===== config.mk =====
export PLATFORM = sky130hd
export DESIGN_NAME = tcl_ctrl
export DESIGN_NICKNAME = d
export VERILOG_FILES = /design/src/tcl_pkg.sv /design/src/tcl_ctrl.sv
export SDC_FILE = /design/constraint.sdc
export NUM_CORES = 1
export LEC_CHECK = 0
export ABC_AREA = 1
export BUFFER_PORTS_ARGS = -buffer_cell sky130_fd_sc_hd__buf_2
export CORE_AREA = 5 5 42 44
export CTS_CLUSTER_SIZE = 12
export DETAILED_ROUTE_END_ITERATION = 7
export DIE_AREA = 0 0 47 49
export SYNTH_ARGS = -nofsm -noshare
export SYNTH_HDL_FRONTEND = slang
export SYNTH_SLANG_ARGS = --single-unit
export TNS_END_PERCENT = 20

===== constraint.sdc =====
create_clock -name i_clk -period 1.35 [get_ports i_clk]
set_clock_uncertainty 0.05 [all_clocks]
set_input_delay 0.3375 -clock i_clk [delete_from_list [all_inputs] [get_ports i_clk]]
set_output_delay 0.3375 -clock i_clk [all_outputs]
set_load 0.01 [all_outputs]

===== src/tcl_pkg.sv =====
package tcl_pkg;

    // Item field widths
    localparam int OP_W   = 2;
    localparam int SMP_W  = 8;
    localparam int SEC_W  = 16;
    localparam int TPS_W  = 8;
    localparam int REC_W  = SEC_W + SMP_W;

    // Input operation codes
    localparam logic [OP_W-1:0] OP_TICK   = 2'd0;
    localparam logic [OP_W-1:0] OP_SAMPLE = 2'd1;
    localparam logic [OP_W-1:0] OP_DUMP   = 2'd2;

    // Result kinds
    localparam logic KIND_UPDATE = 1'b0;
    localparam logic KIND_RECORD = 1'b1;

    // Reset value of the ticks per second register
    localparam logic [TPS_W-1:0] TPS_RESET = 8'd20;

    // Commands from controller to datapath
    typedef struct packed {
        logic tick;
        logic sample;
        logic dump;
        logic load_rd;
    } t_cmd;

    // Status from datapath to controller
    typedef struct packed {
        logic [OP_W-1:0] op;
        logic            sample_new;
        logic            log_empty;
    } t_status;

endpackage


===== src/tcl_ctrl.sv =====
module tcl_ctrl import tcl_pkg::*; (
    input  logic    i_clk,
    input  logic    i_rst_n,
    input  logic    i_in_valid,
    input  logic    i_out_ready,
    input  t_status i_status,
    output logic    o_in_ready,
    output logic    o_out_valid,
    output t_cmd    o_cmd
);

    localparam logic ST_IDLE = 1'b0;
    localparam logic ST_READ = 1'b1;

    logic r_state;
    logic n_state;
    logic r_out_valid;
    logic n_out_valid;
    logic w_acc;

    // Take an item when idle and the output register is free or being emptied
    assign o_in_ready  = (r_state == ST_IDLE) && (!r_out_valid || i_out_ready);
    assign w_acc       = i_in_valid && o_in_ready;
    assign o_out_valid = r_out_valid;

    // Decode the accepted item into datapath commands
    always_comb begin
        o_cmd.tick    = w_acc && (i_status.op == OP_TICK);
        o_cmd.sample  = w_acc && (i_status.op == OP_SAMPLE) && i_status.sample_new;
        o_cmd.dump    = w_acc && (i_status.op == OP_DUMP) && !i_status.log_empty;
        o_cmd.load_rd = (r_state == ST_READ);
    end

    // On a dump, pass through the read state for the log read data
    always_comb begin
        case (r_state)
            ST_IDLE: n_state = o_cmd.dump ? ST_READ : ST_IDLE;
            ST_READ: n_state = ST_IDLE;
            default: n_state = ST_IDLE;
        endcase
    end

    // Hold the result until the sink takes it
    always_comb begin
        if (o_cmd.sample || o_cmd.load_rd) begin
            n_out_valid = 1'b1;
        end else if (i_out_ready) begin
            n_out_valid = 1'b0;
        end else begin
            n_out_valid = r_out_valid;
        end
    end

    always_ff @(posedge i_clk) begin
        if (!i_rst_n) begin
            r_state     <= ST_IDLE;
            r_out_valid <= 1'b0;
        end else begin
            r_state     <= n_state;
            r_out_valid <= n_out_valid;
        end
    end

endmodule


* After elaboration in Yosys (flattened, before gate mapping)
Index checks and enable logic that the tools add are counted.
** Operators by class
- Eq/ne operators :: 2
- Mux-type cells :: 4
- Bitwise operators :: 1
- Reductions and logical operators :: 13
** Operators with widths (count)
- logical AND 1 bit :: 7
- 2-to-1 mux 1 bit :: 3
- equality test 2 x 1 -> 1 bit, second input constant :: 1
- equality test 2 bit, second input constant :: 1
- logical NOT 1 bit :: 2
- logical NOT 2 bit :: 1
- logical OR 1 bit :: 2
- case mux 1 bit (2 select lines) :: 1
- nonzero test 2 bit :: 1
- NOT 1 bit :: 1
** Word-level totals
- Bits in registers :: 2
- Bits of input ports :: 8
- Output and inout port bits :: 6

* Longest topological paths before layout
- Depth after elaboration :: 8
- Depth in mapped cells :: 5
- Depth with buffers taken out :: 5

* Worst setup path before layout
OpenSTA, ideal clock, no wires.
- Path type :: in2out
- Start :: input i_out_ready
- End :: output o_cmd[3] (netlist name)
- Data arrival time :: 0.735 ns
- Slack :: 0.227 ns
- Stages :: 4
- Path buffers :: 0
- Cell sequence :: inv_1 > nand2_1 > nand3b_4 > nor3_2
** RTL lines
- start: declaration :: line tcl_ctrl.sv:5 : input logic i_out_ready,
- end: declaration :: line tcl_ctrl.sv:9 : output t_cmd o_cmd

==> impl_metrics.ini <==
[floorplanning]
placementRows = 14
initial_utilization_pct = 10.5
core-area_um2 = 1400
die_w_um = 47
die_h_um = 49
io_pins = 14
die-area_um2 = 2300

[grt]
antenna_found_initial = 0
grt.overflow.total = 0
grt_pass1_vias = 184
grt_util_all_layers_pct = 5.06
grt_max_degree = 5
grt_pass1_wl_um = 690

[worst_setup_path]
cp_max_fo = 4
required_ns = 0.96
arrival_ns = 0.95
cp-startpoint = o_out_valid
cp_slowest_cell = dfxtp_2
path_class = reg -> out
rr_startpoint = o_out_valid
r2r_cells = 4
worstReg2RegEnd = r_state
crit_chain = nand2_2 -> nand3b_4 -> nor3_2 -> buf_2
setup.worst_path.start_class = flop
slowest_delay_ns = 0.32
rrSetupSlack_ns = 0.52
cp-end-kind = primary output

[clock_tree]
htreeDepth = 1
cts_tree = yes
cts_buffer_depth = 2
clkLatencyLatePin_ns = 0.22
clock_sinks = 2
cts_buffers = 3
cts.clk_slew.worst_paths_ns = 0.03
cts_hold_buf = 0
cts_root_buf = clkbuf_4

[final_layout]
postLayoutCoreUtil_pct = 18.6
seqCellArea_um2 = 42.5
area_delta_synth_final_pct = 76.3
n_antenna_cell = 0
multi_input_area_um2 = 83.8
nNetsFinal = 46
stdcell_count = 52
design_area_um2 = 260
drive_gt1_share_pct = 66.7
nFillCells = 170

[synthesis]
synth_top_area_cell = dfxtp_1
ys_types = 10
ys_ff_latch = 2
synth_area_leaders = dfxtp_1 27%, nand3b_4 14%, nor3_2 14%, inv_1 13%, nand2_1 7.6%
synth_async_sr_flop_share_pct = 0
syn_nets = 28
synth_cells = 20
synth.cell_area_um2 = 148
synth_edf_count = 0
ys_seq_area_share_pct = 27.1
syn_avg_cell_area_um2 = 7.38
synthFlopType = dfxtp_1
yosysTopAreaCellShare_pct = 27.1
synth_commonest_cells = 5 x inv_1, 3 x nand2_1, 3 x nor2_1
yosysWarnings = 0
yosysMostFrequentCell = inv_1

[status]
status = complete, no violations

[worst_hold_path]
min_path_cells = 3
holdPathEnd = o_out_valid
min_path_type = in -> reg
hold_start = i_rst_n

[place]
place_ws_ns = 0.0458
globalplace.congestion = 0.596
placedCellCount = 48
io_buffers = 13
placed_cell_area_um2 = 225

[detailed_routing]
post-route-drc-count = 0
finalWirelength_um = 430
wire_per_inst_um = 8.27
vias_per_cell = 3.44
dr.pass1.iters = 2
ant_nets = 0
dr.first_iter.drc_count = 5
num_vias = 179

[power]
ir_drop_mv = 0.153
power_density_nw_per_um2 = 915
p_leak_nw = 0.148
total_power_mw = 0.238

[sta]
slew_violations = 0
finalHoldWorstSlack_ns = 0.266
hold_violations = 0
min_period_over_period_pct = 98.8
slew_headroom_pct = 91.4
tightest_slew_ns = 0.128
fin_setup_tns_ns = 0
setup_viol = 0
fin_crit_ns = 1.33
worst_slack_ns = 0.0167
clock.fmax_mhz = 750
rsz0062_at_grt = yes

[job]
maxCapViolations = 0
## worst max-delay path by stage
stage | endpoint
floorplan | o_cmd[3]
global placement | o_cmd[3]
detailed placement | o_cmd[3]
CTS | o_cmd[3]
global route | o_cmd[3]
finish | o_cmd[3]
## logic make-up after synthesis
family	Yosys count	share of synthesized area (%)
buf+inv	6	17.8
compound gates	2	9.32
flops	2	27.1
simple gates	10	45.8
## per-layer routing
layer	vias up	routed length [µm]	track usage [%]
met5	-	0	0
met4	0	19	8.29
met3	2	49	3.32
met2	8	217	6.56
met1	76	142	3.50
li1	93	-	-
## cell usage in the layout, fill, tap and decap left out
cell and instances:
nor3_2 2, nand2_1 2, o21ai_1 1, clkbuf_4 3, nand3_1 1, buf_2 13, dfxtp_2 2, nor2_1 3
buf_4 1, nand3b_4 1, inv_1 5, a21oi_2 1, nand2_2 1
## layout make-up
class                   count  share of cell area (%)
clock buffers               3                    8.65
inverters                   5                    7.21
multi-input cells          12                    32.2
flip-flops and latches      2                    16.3
well taps                  16                    7.69
repair buffers             14                    27.9
## flip-flops by register name, indices dropped and copies added (netlist names)
name and cells:
o_out_valid 1, r_state 1
## critical path, delay by kind of cell, from the launching register on
family	cells	cell delay, ns
buffers and inverters	1	0.14
AND/OR/NAND/NOR	3	0.25
flip-flops	1	0.32
## where the power goes
| group | leakage, nW | switching (mW) | internal (mW) |
|---|---|---|---|
| clock network | 0.0138 | 0.0352 | 0.0982 |
| logic | 0.117 | 0.0211 | 0.0207 |
| registers | 0.0172 | 0.00143 | 0.0615 |
## repair_timing
item / CTS / global route
gates cloned: 0 / 0
endpoints found under the hold margin: 0 / 0
resized for setup: 3 / 0
pin swaps: 1 / 0
setup endpoints to repair: 3 / 3
buffers inserted: 1 / 0
Note: power is estimated with default switching activity, not from simulation.
